===== config.mk =====
export PLATFORM = sky130hd
export DESIGN_NAME = buffer_pool_frame_manager_flat
export DESIGN_NICKNAME = d
export VERILOG_FILES = /design/src/sv/bpfm_pkg.sv /design/src/sv/bpfm_if.sv /design/src/sv/buffer_pool_frame_manager.sv /design/src/sv/bpfm_ram.sv /design/src/flat_wrapper.sv
export SDC_FILE = /design/constraint.sdc
export NUM_CORES = 2
export LEC_CHECK = 0
export BUFFER_PORTS_ARGS = -buffer_cell sky130_fd_sc_hd__buf_4
export CAP_MARGIN = 20
export CELL_PAD_IN_SITES_DETAIL_PLACEMENT = 1
export CELL_PAD_IN_SITES_GLOBAL_PLACEMENT = 2
export CORE_ASPECT_RATIO = 0.7
export CORE_MARGIN = 8
export CORE_UTILIZATION = 40
export DETAILED_ROUTE_END_ITERATION = 6
export PLACE_DENSITY = 0.75
export SYNTH_ARGS = -nofsm -noshare
export SYNTH_HDL_FRONTEND = slang
export SYNTH_HIERARCHICAL = 1
export SYNTH_SLANG_ARGS = --single-unit

===== constraint.sdc =====
create_clock -name i_clk -period 12.9 [get_ports i_clk]
set_input_delay 1.935 -clock i_clk [delete_from_list [all_inputs] [get_ports i_clk]]
set_output_delay 1.935 -clock i_clk [all_outputs]
set_load 0.005 [all_outputs]

===== src/sv/bpfm_pkg.sv =====
// Package with shared constants and types of the buffer pool frame manager.
`timescale 1ns / 1ps
package bpfm_pkg;
    localparam int NUM_FRAMES_DEF = 16;
    localparam int PAGE_BITS_DEF  = 24;
    localparam int PIN_BITS_DEF   = 8;

    localparam int OP_W    = 3;
    localparam int STAT_W  = 3;
    localparam int FIDX_W  = 4;
    localparam int WPAGE_W = 24;
    localparam int CNT_W   = 32;
    localparam int CFG_IDX_W  = 1;
    localparam int CFG_DATA_W = 5;

    localparam logic [OP_W-1:0] OP_PIN   = 3'd0;
    localparam logic [OP_W-1:0] OP_UNPIN = 3'd1;
    localparam logic [OP_W-1:0] OP_DIRTY = 3'd2;
    localparam logic [OP_W-1:0] OP_FORCE = 3'd3;
    localparam logic [OP_W-1:0] OP_FLUSH = 3'd4;

    localparam logic [STAT_W-1:0] ST_OK       = 3'd0;
    localparam logic [STAT_W-1:0] ST_MISSING  = 3'd1;
    localparam logic [STAT_W-1:0] ST_NO_FRAME = 3'd2;
    localparam logic [STAT_W-1:0] ST_UNPINNED = 3'd3;
    localparam logic [STAT_W-1:0] ST_PIN_FULL = 3'd4;

    localparam logic [CFG_IDX_W-1:0] REG_POLICY = 1'd0;
    localparam logic [CFG_IDX_W-1:0] REG_FRAMES = 1'd1;

    typedef struct packed {
        logic [STAT_W-1:0]  status;
        logic [FIDX_W-1:0]  frame_index;
        logic               write_back;
        logic [WPAGE_W-1:0] write_page;
        logic               fetch;
        logic [CNT_W-1:0]   read_total;
        logic [CNT_W-1:0]   write_total;
        logic               last;
    } t_result;

    typedef struct packed {
        logic [OP_W-1:0] operation;
        logic [31:0]     page_number;
    } t_request;
endpackage


===== src/sv/bpfm_if.sv =====
// Valid/ready channel interfaces for requests, results and configuration.
`timescale 1ns / 1ps
interface bpfm_req_if;
    logic                       valid;
    logic                       ready;
    logic [bpfm_pkg::OP_W-1:0]  operation;
    logic [23:0]                page_number;
    modport source (output valid, operation, page_number, input ready);
    modport sink   (input valid, operation, page_number, output ready);
endinterface

interface bpfm_res_if;
    logic                          valid;
    logic                          ready;
    logic [bpfm_pkg::STAT_W-1:0]   status;
    logic [bpfm_pkg::FIDX_W-1:0]   frame_index;
    logic                          write_back;
    logic [bpfm_pkg::WPAGE_W-1:0]  write_page;
    logic                          fetch;
    logic [bpfm_pkg::CNT_W-1:0]    read_total;
    logic [bpfm_pkg::CNT_W-1:0]    write_total;
    logic                          last;
    modport source (output valid, status, frame_index, write_back, write_page, fetch,
                    read_total, write_total, last, input ready);
    modport sink   (input valid, status, frame_index, write_back, write_page, fetch,
                    read_total, write_total, last, output ready);
endinterface

interface bpfm_cfg_if;
    logic                              valid;
    logic                              ready;
    logic [bpfm_pkg::CFG_IDX_W-1:0]    index;
    logic [bpfm_pkg::CFG_DATA_W-1:0]   data;
    modport source (output valid, index, data, input ready);
    modport sink   (input valid, index, data, output ready);
endinterface


===== src/sv/buffer_pool_frame_manager.sv =====
// Top level of the buffer pool frame manager.
`timescale 1ns / 1ps
// Frame table of a page buffer pool with FIFO or LRU replacement.
// Requests arrive on req (operation, page_number); results leave on res, one
// per request except flush all, which gives one per written frame (or one
// empty result if none is written). The field last marks the final result of
// a request. Configuration is written on cfg: index 0 selects the policy,
// index 1 the number of active frames. A request is handled by a sequencer
// that walks the frames one at a time: a lookup pass over the active frames,
// for a pin miss a second pass that picks an empty frame or a victim with the
// shared stamp comparator, then an update. Page numbers and stamps live in
// single-port RAMs, so each frame visit has an address state and a registered
// data state. The result is registered in the same cycle as req becomes ready
// again. req is not ready while a request is in work. A result is held in an
// output register; when the receiver stalls, the sequencer waits on it.
// Reset clears valid, dirty and pin state, the counters and configuration
// (FIFO, all frames active); the RAMs need no clearing.
module buffer_pool_frame_manager #(
    parameter int NUM_FRAMES = bpfm_pkg::NUM_FRAMES_DEF,
    parameter int PAGE_BITS  = bpfm_pkg::PAGE_BITS_DEF,
    parameter int PIN_BITS   = bpfm_pkg::PIN_BITS_DEF
) (
    input  logic i_clk,
    input  logic i_rst_n,
    bpfm_req_if.sink   req,
    bpfm_res_if.source res,
    bpfm_cfg_if.sink   cfg
);
    import bpfm_pkg::*;

    localparam int FW = (NUM_FRAMES > 1) ? $clog2(NUM_FRAMES) : 1;
    localparam int NW = $clog2(NUM_FRAMES + 1);

    localparam logic [3:0] S_IDLE  = 4'd0;
    localparam logic [3:0] S_LADDR = 4'd1;
    localparam logic [3:0] S_LDATA = 4'd2;
    localparam logic [3:0] S_DECID = 4'd3;
    localparam logic [3:0] S_VADDR = 4'd4;
    localparam logic [3:0] S_VDATA = 4'd5;
    localparam logic [3:0] S_VREAD = 4'd6;
    localparam logic [3:0] S_VPAGE = 4'd7;
    localparam logic [3:0] S_LOAD  = 4'd8;
    localparam logic [3:0] S_FADDR = 4'd9;
    localparam logic [3:0] S_FDATA = 4'd10;
    localparam logic [3:0] S_FEND  = 4'd11;
    localparam logic [3:0] S_OUT   = 4'd12;

    logic [3:0]            r_state;
    logic                  r_policy;
    logic [4:0]            r_frames;
    logic [NUM_FRAMES-1:0] r_valid, r_dirty;
    logic [PIN_BITS-1:0]   r_pins [NUM_FRAMES];
    logic [CNT_W-1:0]      r_rd_cnt, r_wr_cnt, r_acc_cnt;
    logic [OP_W-1:0]       r_op;
    logic [PAGE_BITS-1:0]  r_page;
    logic [FW-1:0]         r_idx;
    logic                  r_found;
    logic [FW-1:0]         r_hit;
    logic                  r_best_ok;
    logic [FW-1:0]         r_best;
    logic [CNT_W-1:0]      r_best_stamp;
    logic                  r_any;
    logic                  r_res_valid;
    t_result               r_res;
    t_result               r_fl;

    // RAM ports.
    logic                  page_we, load_we, use_we;
    logic [FW-1:0]         ram_addr;
    logic [PAGE_BITS-1:0]  page_rd;
    logic [CNT_W-1:0]      load_rd, use_rd, load_wd, use_wd;

    bpfm_ram #(.WIDTH(PAGE_BITS), .DEPTH(1 << FW)) u_page (
        .i_clk(i_clk), .i_we(page_we), .i_addr(ram_addr), .i_wdata(r_page),
        .o_rdata(page_rd));
    bpfm_ram #(.WIDTH(CNT_W), .DEPTH(1 << FW)) u_load (
        .i_clk(i_clk), .i_we(load_we), .i_addr(ram_addr), .i_wdata(load_wd),
        .o_rdata(load_rd));
    bpfm_ram #(.WIDTH(CNT_W), .DEPTH(1 << FW)) u_use (
        .i_clk(i_clk), .i_we(use_we), .i_addr(ram_addr), .i_wdata(use_wd),
        .o_rdata(use_rd));

    // Active frame count, clamped to 1..NUM_FRAMES.
    logic [NW-1:0] active_n;
    always_comb begin
        if (r_frames == 5'd0) begin
            active_n = NW'(1);
        end else if (32'(r_frames) > NUM_FRAMES) begin
            active_n = NW'(NUM_FRAMES);
        end else begin
            active_n = NW'(r_frames);
        end
    end
    logic idx_last;
    assign idx_last = ((NW + 1)'(r_idx) + (NW + 1)'(1)) >= (NW + 1)'(active_n);

    logic [CNT_W-1:0] stamp_rd;
    logic             stamp_less;
    assign stamp_rd   = r_policy ? use_rd : load_rd;
    assign stamp_less = !r_best_ok || (stamp_rd < r_best_stamp);

    logic [CNT_W-1:0] rd_inc;
    assign rd_inc  = r_rd_cnt + CNT_W'(1);
    assign load_wd = rd_inc;
    assign use_wd  = r_acc_cnt + CNT_W'(1);

    // The held flush result, marked as the final one of the request.
    t_result fl_last;
    always_comb begin
        fl_last      = r_fl;
        fl_last.last = 1'b1;
    end

    assign req.ready = (r_state == S_IDLE);
    assign cfg.ready = 1'b1;
    assign res.valid = r_res_valid;
    assign res.status      = r_res.status;
    assign res.frame_index = r_res.frame_index;
    assign res.write_back  = r_res.write_back;
    assign res.write_page  = r_res.write_page;
    assign res.fetch       = r_res.fetch;
    assign res.read_total  = r_res.read_total;
    assign res.write_total = r_res.write_total;
    assign res.last        = r_res.last;

    logic out_free;
    assign out_free = !r_res_valid || res.ready;

    // RAM address and write strobes follow the sequencer.
    always_comb begin
        ram_addr = r_idx;
        page_we  = 1'b0;
        load_we  = 1'b0;
        use_we   = 1'b0;
        if (r_state == S_VPAGE) begin
            ram_addr = r_best;
        end else if (r_state == S_LOAD) begin
            ram_addr = r_best;
            page_we  = out_free;
            load_we  = out_free;
            use_we   = out_free;
        end else if (r_state == S_DECID) begin
            ram_addr = r_hit;
            use_we   = (r_op == OP_PIN) && r_found && (r_pins[r_hit] != {PIN_BITS{1'b1}});
        end
    end

    function automatic t_result mk(input logic [STAT_W-1:0] st, input logic [FW-1:0] f,
                                   input logic wb, input logic [PAGE_BITS-1:0] wp,
                                   input logic fe, input logic [CNT_W-1:0] rc,
                                   input logic [CNT_W-1:0] wc, input logic la);
        t_result r;
        r.status      = st;
        r.frame_index = FIDX_W'(f);
        r.write_back  = wb;
        r.write_page  = wb ? WPAGE_W'(wp) : '0;
        r.fetch       = fe;
        r.read_total  = rc;
        r.write_total = wc;
        r.last        = la;
        return r;
    endfunction

    // Sequencer.
    always_ff @(posedge i_clk) begin
        if (!i_rst_n) begin
            r_state     <= S_IDLE;
            r_policy    <= 1'b0;
            r_frames    <= 5'd16;
            r_valid     <= '0;
            r_dirty     <= '0;
            for (int i = 0; i < NUM_FRAMES; i++) r_pins[i] <= '0;
            r_rd_cnt    <= '0;
            r_wr_cnt    <= '0;
            r_acc_cnt   <= '0;
            r_res_valid <= 1'b0;
        end else begin
            if (r_res_valid && res.ready) begin
                r_res_valid <= 1'b0;
            end
            if (cfg.valid) begin
                if (cfg.index == REG_POLICY) begin
                    r_policy <= cfg.data[0];
                end else begin
                    r_frames <= cfg.data;
                end
            end
            case (r_state)
                S_IDLE: begin
                    if (req.valid) begin
                        r_op      <= req.operation;
                        r_page    <= PAGE_BITS'(req.page_number);
                        r_idx     <= '0;
                        r_found   <= 1'b0;
                        r_hit     <= '0;
                        r_best_ok <= 1'b0;
                        r_best    <= '0;
                        r_any     <= 1'b0;
                        if (req.operation == OP_FLUSH) begin
                            r_state <= S_FADDR;
                        end else if (req.operation > OP_FLUSH) begin
                            r_state <= S_OUT;
                        end else begin
                            r_state <= S_LADDR;
                        end
                    end
                end
                S_LADDR: r_state <= S_LDATA;
                S_LDATA: begin
                    if (!r_found && r_valid[r_idx] && page_rd == r_page) begin
                        r_found <= 1'b1;
                        r_hit   <= r_idx;
                    end
                    if (idx_last) begin
                        r_state <= S_DECID;
                    end else begin
                        r_idx   <= r_idx + FW'(1);
                        r_state <= S_LADDR;
                    end
                end
                S_DECID: begin
                    // A pin miss goes on to the victim scan; the rest update here.
                    if (!r_found && r_op == OP_PIN) begin
                        r_idx   <= '0;
                        r_state <= S_VADDR;
                    end else if (out_free) begin
                        r_state <= S_IDLE;
                        r_res_valid <= 1'b1;
                        if (!r_found) begin
                            r_res <= mk(ST_MISSING, '0, 1'b0, '0, 1'b0, r_rd_cnt,
                                        r_wr_cnt, 1'b1);
                        end else begin
                            case (r_op)
                                OP_PIN: begin
                                    if (r_pins[r_hit] == {PIN_BITS{1'b1}}) begin
                                        r_res <= mk(ST_PIN_FULL, r_hit, 1'b0, '0, 1'b0,
                                                    r_rd_cnt, r_wr_cnt, 1'b1);
                                    end else begin
                                        r_pins[r_hit] <= r_pins[r_hit] + PIN_BITS'(1);
                                        r_acc_cnt <= use_wd;
                                        r_res <= mk(ST_OK, r_hit, 1'b0, '0, 1'b0,
                                                    r_rd_cnt, r_wr_cnt, 1'b1);
                                    end
                                end
                                OP_UNPIN: begin
                                    if (r_pins[r_hit] == '0) begin
                                        r_res <= mk(ST_UNPINNED, r_hit, 1'b0, '0, 1'b0,
                                                    r_rd_cnt, r_wr_cnt, 1'b1);
                                    end else begin
                                        r_pins[r_hit] <= r_pins[r_hit] - PIN_BITS'(1);
                                        r_res <= mk(ST_OK, r_hit, 1'b0, '0, 1'b0,
                                                    r_rd_cnt, r_wr_cnt, 1'b1);
                                    end
                                end
                                OP_DIRTY: begin
                                    r_dirty[r_hit] <= 1'b1;
                                    r_res <= mk(ST_OK, r_hit, 1'b0, '0, 1'b0, r_rd_cnt,
                                                r_wr_cnt, 1'b1);
                                end
                                default: begin
                                    // Force page: write always, clear dirty.
                                    r_dirty[r_hit] <= 1'b0;
                                    r_wr_cnt <= r_wr_cnt + CNT_W'(1);
                                    r_res <= mk(ST_OK, r_hit, 1'b1, r_page, 1'b0,
                                                r_rd_cnt, r_wr_cnt + CNT_W'(1), 1'b1);
                                end
                            endcase
                        end
                    end
                end
                S_VADDR: r_state <= S_VDATA;
                S_VDATA: begin
                    // Empty frame wins outright; else the shared stamp compare.
                    if (!r_any) begin
                        if (!r_valid[r_idx]) begin
                            r_any  <= 1'b1;
                            r_best_ok <= 1'b1;
                            r_best <= r_idx;
                        end else if (r_pins[r_idx] == '0 && stamp_less) begin
                            r_best_ok    <= 1'b1;
                            r_best       <= r_idx;
                            r_best_stamp <= stamp_rd;
                        end
                    end
                    if (idx_last) begin
                        r_state <= S_VREAD;
                    end else begin
                        r_idx   <= r_idx + FW'(1);
                        r_state <= S_VADDR;
                    end
                end
                S_VREAD: begin
                    if (!r_best_ok) begin
                        if (out_free) begin
                            r_res <= mk(ST_NO_FRAME, '0, 1'b0, '0, 1'b0, r_rd_cnt,
                                        r_wr_cnt, 1'b1);
                            r_res_valid <= 1'b1;
                            r_state <= S_IDLE;
                        end
                    end else begin
                        r_state <= S_VPAGE;
                    end
                end
                S_VPAGE: r_state <= S_LOAD;
                S_LOAD: begin
                    if (out_free) begin
                        r_valid[r_best] <= 1'b1;
                        r_dirty[r_best] <= 1'b0;
                        r_pins[r_best]  <= PIN_BITS'(1);
                        r_rd_cnt  <= rd_inc;
                        r_acc_cnt <= use_wd;
                        if (r_valid[r_best] && r_dirty[r_best]) begin
                            r_wr_cnt <= r_wr_cnt + CNT_W'(1);
                            r_res <= mk(ST_OK, r_best, 1'b1, page_rd, 1'b1, rd_inc,
                                        r_wr_cnt + CNT_W'(1), 1'b1);
                        end else begin
                            r_res <= mk(ST_OK, r_best, 1'b0, '0, 1'b1, rd_inc,
                                        r_wr_cnt, 1'b1);
                        end
                        r_res_valid <= 1'b1;
                        r_state <= S_IDLE;
                    end
                end
                S_FADDR: r_state <= S_FDATA;
                S_FDATA: begin
                    // A flush result is held until the next dirty frame or the end
                    // of the scan is known, so that last can still be set on it.
                    if (r_valid[r_idx] && r_dirty[r_idx] && r_pins[r_idx] == '0) begin
                        if (!r_any || out_free) begin
                            r_dirty[r_idx] <= 1'b0;
                            r_wr_cnt <= r_wr_cnt + CNT_W'(1);
                            r_any <= 1'b1;
                            r_fl <= mk(ST_OK, r_idx, 1'b1, page_rd, 1'b0, r_rd_cnt,
                                       r_wr_cnt + CNT_W'(1), 1'b0);
                            if (r_any) begin
                                r_res       <= r_fl;
                                r_res_valid <= 1'b1;
                            end
                            r_state <= S_FEND;
                        end
                    end else begin
                        r_state <= S_FEND;
                    end
                end
                S_FEND: begin
                    // Release the held result as last, or give the empty result.
                    if (idx_last) begin
                        if (out_free) begin
                            if (r_any) begin
                                r_res <= fl_last;
                            end else begin
                                r_res <= mk(ST_OK, '0, 1'b0, '0, 1'b0, r_rd_cnt,
                                            r_wr_cnt, 1'b1);
                            end
                            r_res_valid <= 1'b1;
                            r_state <= S_IDLE;
                        end
                    end else begin
                        r_idx   <= r_idx + FW'(1);
                        r_state <= S_FADDR;
                    end
                end
                S_OUT: begin
                    if (out_free) begin
                        r_res <= mk(ST_OK, '0, 1'b0, '0, 1'b0, r_rd_cnt, r_wr_cnt, 1'b1);
                        r_res_valid <= 1'b1;
                        r_state <= S_IDLE;
                    end
                end
                default: r_state <= S_IDLE;
            endcase
        end
    end
endmodule


===== src/sv/bpfm_ram.sv =====
// Generic single-port RAM with registered read.
`timescale 1ns / 1ps
module bpfm_ram #(
    parameter int WIDTH = 8,
    parameter int DEPTH = 16
) (
    input  logic                     i_clk,
    input  logic                     i_we,
    input  logic [$clog2(DEPTH)-1:0] i_addr,
    input  logic [WIDTH-1:0]         i_wdata,
    output logic [WIDTH-1:0]         o_rdata
);
    logic [WIDTH-1:0] r_mem [DEPTH];

    // Registered read; a write returns the old data at that address.
    always_ff @(posedge i_clk) begin
        if (i_we) begin
            r_mem[i_addr] <= i_wdata;
        end
        o_rdata <= r_mem[i_addr];
    end
endmodule


===== src/flat_wrapper.sv =====
// flat-port wrapper written by rule: the top's interface ports become plain ports
module buffer_pool_frame_manager_flat import bpfm_pkg::*;
#(
    parameter int NUM_FRAMES = bpfm_pkg::NUM_FRAMES_DEF,
    parameter int PAGE_BITS  = bpfm_pkg::PAGE_BITS_DEF,
    parameter int PIN_BITS   = bpfm_pkg::PIN_BITS_DEF
)
  (i_clk, i_rst_n, req_valid, req_operation, req_page_number, req_ready, res_valid, res_status, res_frame_index, res_write_back, res_write_page, res_fetch, res_read_total, res_write_total, res_last, res_ready, cfg_valid, cfg_index, cfg_data, cfg_ready);
  bpfm_req_if req_i ();
  bpfm_res_if res_i ();
  bpfm_cfg_if cfg_i ();
  input  logic i_clk;
  input  logic i_rst_n;
  input wire logic [$bits(req_i.valid)-1:0] req_valid;
  input wire logic [$bits(req_i.operation)-1:0] req_operation;
  input wire logic [$bits(req_i.page_number)-1:0] req_page_number;
  output wire logic [$bits(req_i.ready)-1:0] req_ready;
  output wire logic [$bits(res_i.valid)-1:0] res_valid;
  output wire logic [$bits(res_i.status)-1:0] res_status;
  output wire logic [$bits(res_i.frame_index)-1:0] res_frame_index;
  output wire logic [$bits(res_i.write_back)-1:0] res_write_back;
  output wire logic [$bits(res_i.write_page)-1:0] res_write_page;
  output wire logic [$bits(res_i.fetch)-1:0] res_fetch;
  output wire logic [$bits(res_i.read_total)-1:0] res_read_total;
  output wire logic [$bits(res_i.write_total)-1:0] res_write_total;
  output wire logic [$bits(res_i.last)-1:0] res_last;
  input wire logic [$bits(res_i.ready)-1:0] res_ready;
  input wire logic [$bits(cfg_i.valid)-1:0] cfg_valid;
  input wire logic [$bits(cfg_i.index)-1:0] cfg_index;
  input wire logic [$bits(cfg_i.data)-1:0] cfg_data;
  output wire logic [$bits(cfg_i.ready)-1:0] cfg_ready;
  assign req_i.valid = req_valid;
  assign req_i.operation = req_operation;
  assign req_i.page_number = req_page_number;
  assign req_ready = req_i.ready;
  assign res_valid = res_i.valid;
  assign res_status = res_i.status;
  assign res_frame_index = res_i.frame_index;
  assign res_write_back = res_i.write_back;
  assign res_write_page = res_i.write_page;
  assign res_fetch = res_i.fetch;
  assign res_read_total = res_i.read_total;
  assign res_write_total = res_i.write_total;
  assign res_last = res_i.last;
  assign res_i.ready = res_ready;
  assign cfg_i.valid = cfg_valid;
  assign cfg_i.index = cfg_index;
  assign cfg_i.data = cfg_data;
  assign cfg_ready = cfg_i.ready;
  buffer_pool_frame_manager #(.NUM_FRAMES(NUM_FRAMES), .PAGE_BITS(PAGE_BITS), .PIN_BITS(PIN_BITS)) u_core (.i_clk(i_clk), .i_rst_n(i_rst_n), .req(req_i), .res(res_i), .cfg(cfg_i));
endmodule

==> flow_summary.json <==
{
  "min_delay_worst_type": "reg -> reg",
  "mostFrequentLayoutCell": "sky130_fd_sc_hd__edfxtp_1",
  "synth_seq_cells": 2035,
  "tightest_slew_ps": 1210,
  "groute.usage.overall_pct": 20.6,
  "cts.path.max_buffers": 4,
  "cts_setup_buffers": 0,
  "worst_path_max_delay_cell": "sky130_fd_sc_hd__buf_4",
  "mean_instance_size_in_the_synthesized_netlist_um2": 16.5,
  "io_pins": 139,
  "cts.reportedPaths.clkPinSlew_ps": 60,
  "synth_edf_count": 1800,
  "global_route_wire_length_before_repair_mm": 344,
  "path_cells": "nand2b_1, or3_2, o21ai_1, nand2_1, o21ai_4, buf_4, buf_12, buf_4, mux4_2, a22oi_1, nand2_1",
  "critPathBufInv": 3,
  "die_area_um2": 223000,
  "gp_congestion": 0.822,
  "timing.final.crit_share_pct": 45.6,
  "failed_checks": "DRC",
  "post_drt_via_cell_ratio": 5.87,
  "drc_marker_count_from_the_first_detailed_route_iteration": 5036,
  "cp.arrival_ps": 6570,
  "grt-ovfl-total": 0,
  "die_x_um": 561,
  "synthXorXnorAreaFrac_pct": 1.57,
  "rsz_0062_raised_after_global_routing": "false",
  "post_synth_mux_area_share_pct": 11.9,
  "synth-warning-count": 6,
  "grt_pass1_vias": 49346,
  "top_library_cells_by_usage_in_the_layout_fill_and_taps_aside": "1800 x sky130_fd_sc_hd__edfxtp_1, 401 x sky130_fd_sc_hd__mux4_2, 372 x sky130_fd_sc_hd__nand2_1",
  "fmaxAchievable_mhz": 170,
  "placeable_core_region_um2": 207000,
  "die_y_um": 397,
  "cts_resized": 0,
  "count_of_port_buffers_added_during_placement": 137,
  "dp_hpwl_mm": 141,
  "yosysSeqAreaShare_pct": 70.7,
  "fin_hold_ws_ps": 475,
  "timing_worst_setup_path_type": "reg -> reg",
  "final_nets": 5315,
  "cts.htree.levels": 4,
  "setup.worst_path.end_class": "flip-flop",
  "postRouteWirelength_mm": 237,
  "detailed_route_drc_error_count": 5,
  "final.setup_skew_ps": 67.6,
  "drtPass1Iterations": 7,
  "fin_crit_ps": 5880,
  "pwr_density_cell_nw_per_um2": 180,
  "mappedNetlistArea_um2": 83100,
  "async_reset_ff_share_pct": 0,
  "area_growth_pct": 13.8,
  "ir_worst_vdd_v": 0.000202,
  "post_drt_wl_per_cell_um": 29.0,
  "critical_path.max_stage_delay_ps": 880,
  "holdBufCountCts": 0,
  "crit_path_start_kind": "flip-flop",
  "crit_path_leading_delay_family": "buffers and inverters",
  "synth.lib_cells_used.distinct": 86,
  "synth_compound_area_share_pct": 5.87,
  "grt_max_degree": 153,
  "total_leakage_power_uw": 0.0316,
  "vias": 47885,
  "slew_violations": 0,
  "maxcap_violations": 0,
  "timing_hold_violations_final": 0,
  "initial_core_utilization_pct": 40.1,
  "dominant_combinational_cell_family_by_area_after_synthesis": "multiplexers",
  "finalSetupViolCount": 0,
  "ys_dominant_reg_cell": "sky130_fd_sc_hd__edfxtp_1",
  "antenna_found_initial": 3,
  "numCtsBuffers": 201,
  "synth_cells": 5042,
  "critical_path.max_fanout": 105,
  "detail-route-antenna-nets": 0,
  "timing.critical_path.required_ps": 13590,
  "synthesis.nets": 5126,
  "final_layout_size_suffix_gt1_share_pct": 21.7,
  "post_synth_fa_ha_maj_area_fraction_pct": 0.693,
  "clk_latency_ps": 840,
  "fin_tns_setup_ps": 0,
  "root_buffer": "sky130_fd_sc_hd__clkbuf_16",
  "slew-limit-headroom_pct": 19.6,
  "outcome": "finished, violations left",
  "clkSinkCount": 2035,
  "synth-simple-area-share_pct": 6.97,
  "tritoncts_clock_tree": "done",
  "nFillCells": 19808,
  "floorplan.rows": 140
}
==> layer usage <==
layer	GRT usage [%]	part of all wire [%]	up-vias
met1	30.6	46	25604
met2	32.0	45	1614
met5	0	0.0046	-
li1	-	-	20348
met3	3.39	6.4	317
met4	4.97	2.5	2
==> flip-flops by register name (all words and copies together), names as in the netlist, 24 cells and up, named ones only <==
name	count
u_core/fl_last	92
u_core/r_rd_cnt	32
u_core/u_page/r_mem	384
u_core/r_pins	128
u_core/res.write_total	32
u_core/u_page/o_rdata	24
u_core/r_page	24
u_core/res.read_total	32
u_core/res.write_page	24
u_core/r_best_stamp	32
u_core/r_wr_cnt	32
u_core/u_load/o_rdata	32
u_core/u_use/r_mem	512
u_core/r_acc_cnt	32
u_core/u_load/r_mem	512
u_core/u_use/o_rdata	32
==> kinds of logic (layout without fill, tap and decap cells) <==
group                      after synthesis  count (layout)
DFF                                   2035            2035
and+or+nand+nor                       1207            1207
buffers and inverters                  432             780
xor gates and xnor gates               149             149
muxes                                  479             479
other                                    1               2
adders and majority gates               46              46
AOI/OAI and AO/OA                      693             693
==> final cells by class <==
type / instances / area, um^2 / area share (%)
clock inverters: 101 / 1020 / 1.08
repair buffers: 314 / 2530 / 2.68
multi-input cells: 2575 / 23000 / 24.3
diodes: 1 / 2.50 / 0.00265
clock buffers: 261 / 5410 / 5.72
flip-flops and latches: 2035 / 58800 / 62.1
inverters: 104 / 393 / 0.415
well taps: 2769 / 3460 / 3.66
==> Yosys cell counts (46+ instances only) <==
master / instances / area, um^2
sky130_fd_sc_hd__buf_2: 51 / 255
sky130_fd_sc_hd__nor2_1: 287 / 1080
sky130_fd_sc_hd__a22oi_1: 208 / 1560
sky130_fd_sc_hd__dfxtp_1: 235 / 4700
sky130_fd_sc_hd__o21ai_0: 100 / 500
sky130_fd_sc_hd__nand3_1: 90 / 450
sky130_fd_sc_hd__nor3_1: 108 / 541
sky130_fd_sc_hd__nand2_1: 372 / 1400
sky130_fd_sc_hd__xor2_1: 63 / 552
sky130_fd_sc_hd__inv_1: 100 / 375
sky130_fd_sc_hd__nand2b_1: 51 / 319
sky130_fd_sc_hd__nor2b_1: 46 / 288
sky130_fd_sc_hd__ha_1: 46 / 576
sky130_fd_sc_hd__edfxtp_1: 1800 / 54100
sky130_fd_sc_hd__clkbuf_1: 220 / 826
sky130_fd_sc_hd__mux4_2: 401 / 9030
sky130_fd_sc_hd__xnor2_1: 86 / 753
sky130_fd_sc_hd__a21oi_1: 132 / 661
sky130_fd_sc_hd__nor4_1: 55 / 344
==> worst reg2reg max path, cell delays in order (launching register included) <==
cell                       delay [ps]
sky130_fd_sc_hd__dfxtp_1          840
sky130_fd_sc_hd__nand2b_1         250
sky130_fd_sc_hd__or3_2            520
sky130_fd_sc_hd__o21ai_1          520
sky130_fd_sc_hd__nand2_1          220
sky130_fd_sc_hd__o21ai_4          220
sky130_fd_sc_hd__buf_4            490
sky130_fd_sc_hd__buf_12           620
sky130_fd_sc_hd__buf_4           1090
sky130_fd_sc_hd__mux4_2           650
sky130_fd_sc_hd__a22oi_1          250
sky130_fd_sc_hd__nand2_1           90
==> final timing paths <==
kind                                                        from  slack (ps)                               end  cells past startpoint
worst max-delay path              u_core/r_state[3]$_SDFFE_PN0P_        7020  u_core/u_load/o_rdata[5]$_DFF_P_                     11
worst min-delay path            u_core/u_page/o_rdata[4]$_DFF_P_         480      u_core/fl_last[70]$_DFFE_PP_                      0
worst max register to register    u_core/r_state[3]$_SDFFE_PN0P_        7020  u_core/u_load/o_rdata[5]$_DFF_P_                     11
worst min register to register  u_core/u_page/o_rdata[4]$_DFF_P_         480      u_core/fl_last[70]$_DFFE_PP_                      0
==> report_power, final <==
part           switching [uW]  internal [uW]
combinational            2080           1340
clock                    2500           3330
sequential                277           7520
==> metrics by stage <==
step,instances,cell area (um^2),utilization (%),setup WS [ps],total power (uW)
floorplan,5042,83100,-,2600,10100
global placement,7748,87700,42.3,6970,11300
detailed placement,7765,87800,42.4,6840,11400
CTS,8127,94200,45.5,6830,17200
global route,8159,94600,45.6,6490,17700
finish,8160,94600,45.6,7020,17100
No activity file was read; power rests on OpenSTA's default activity.
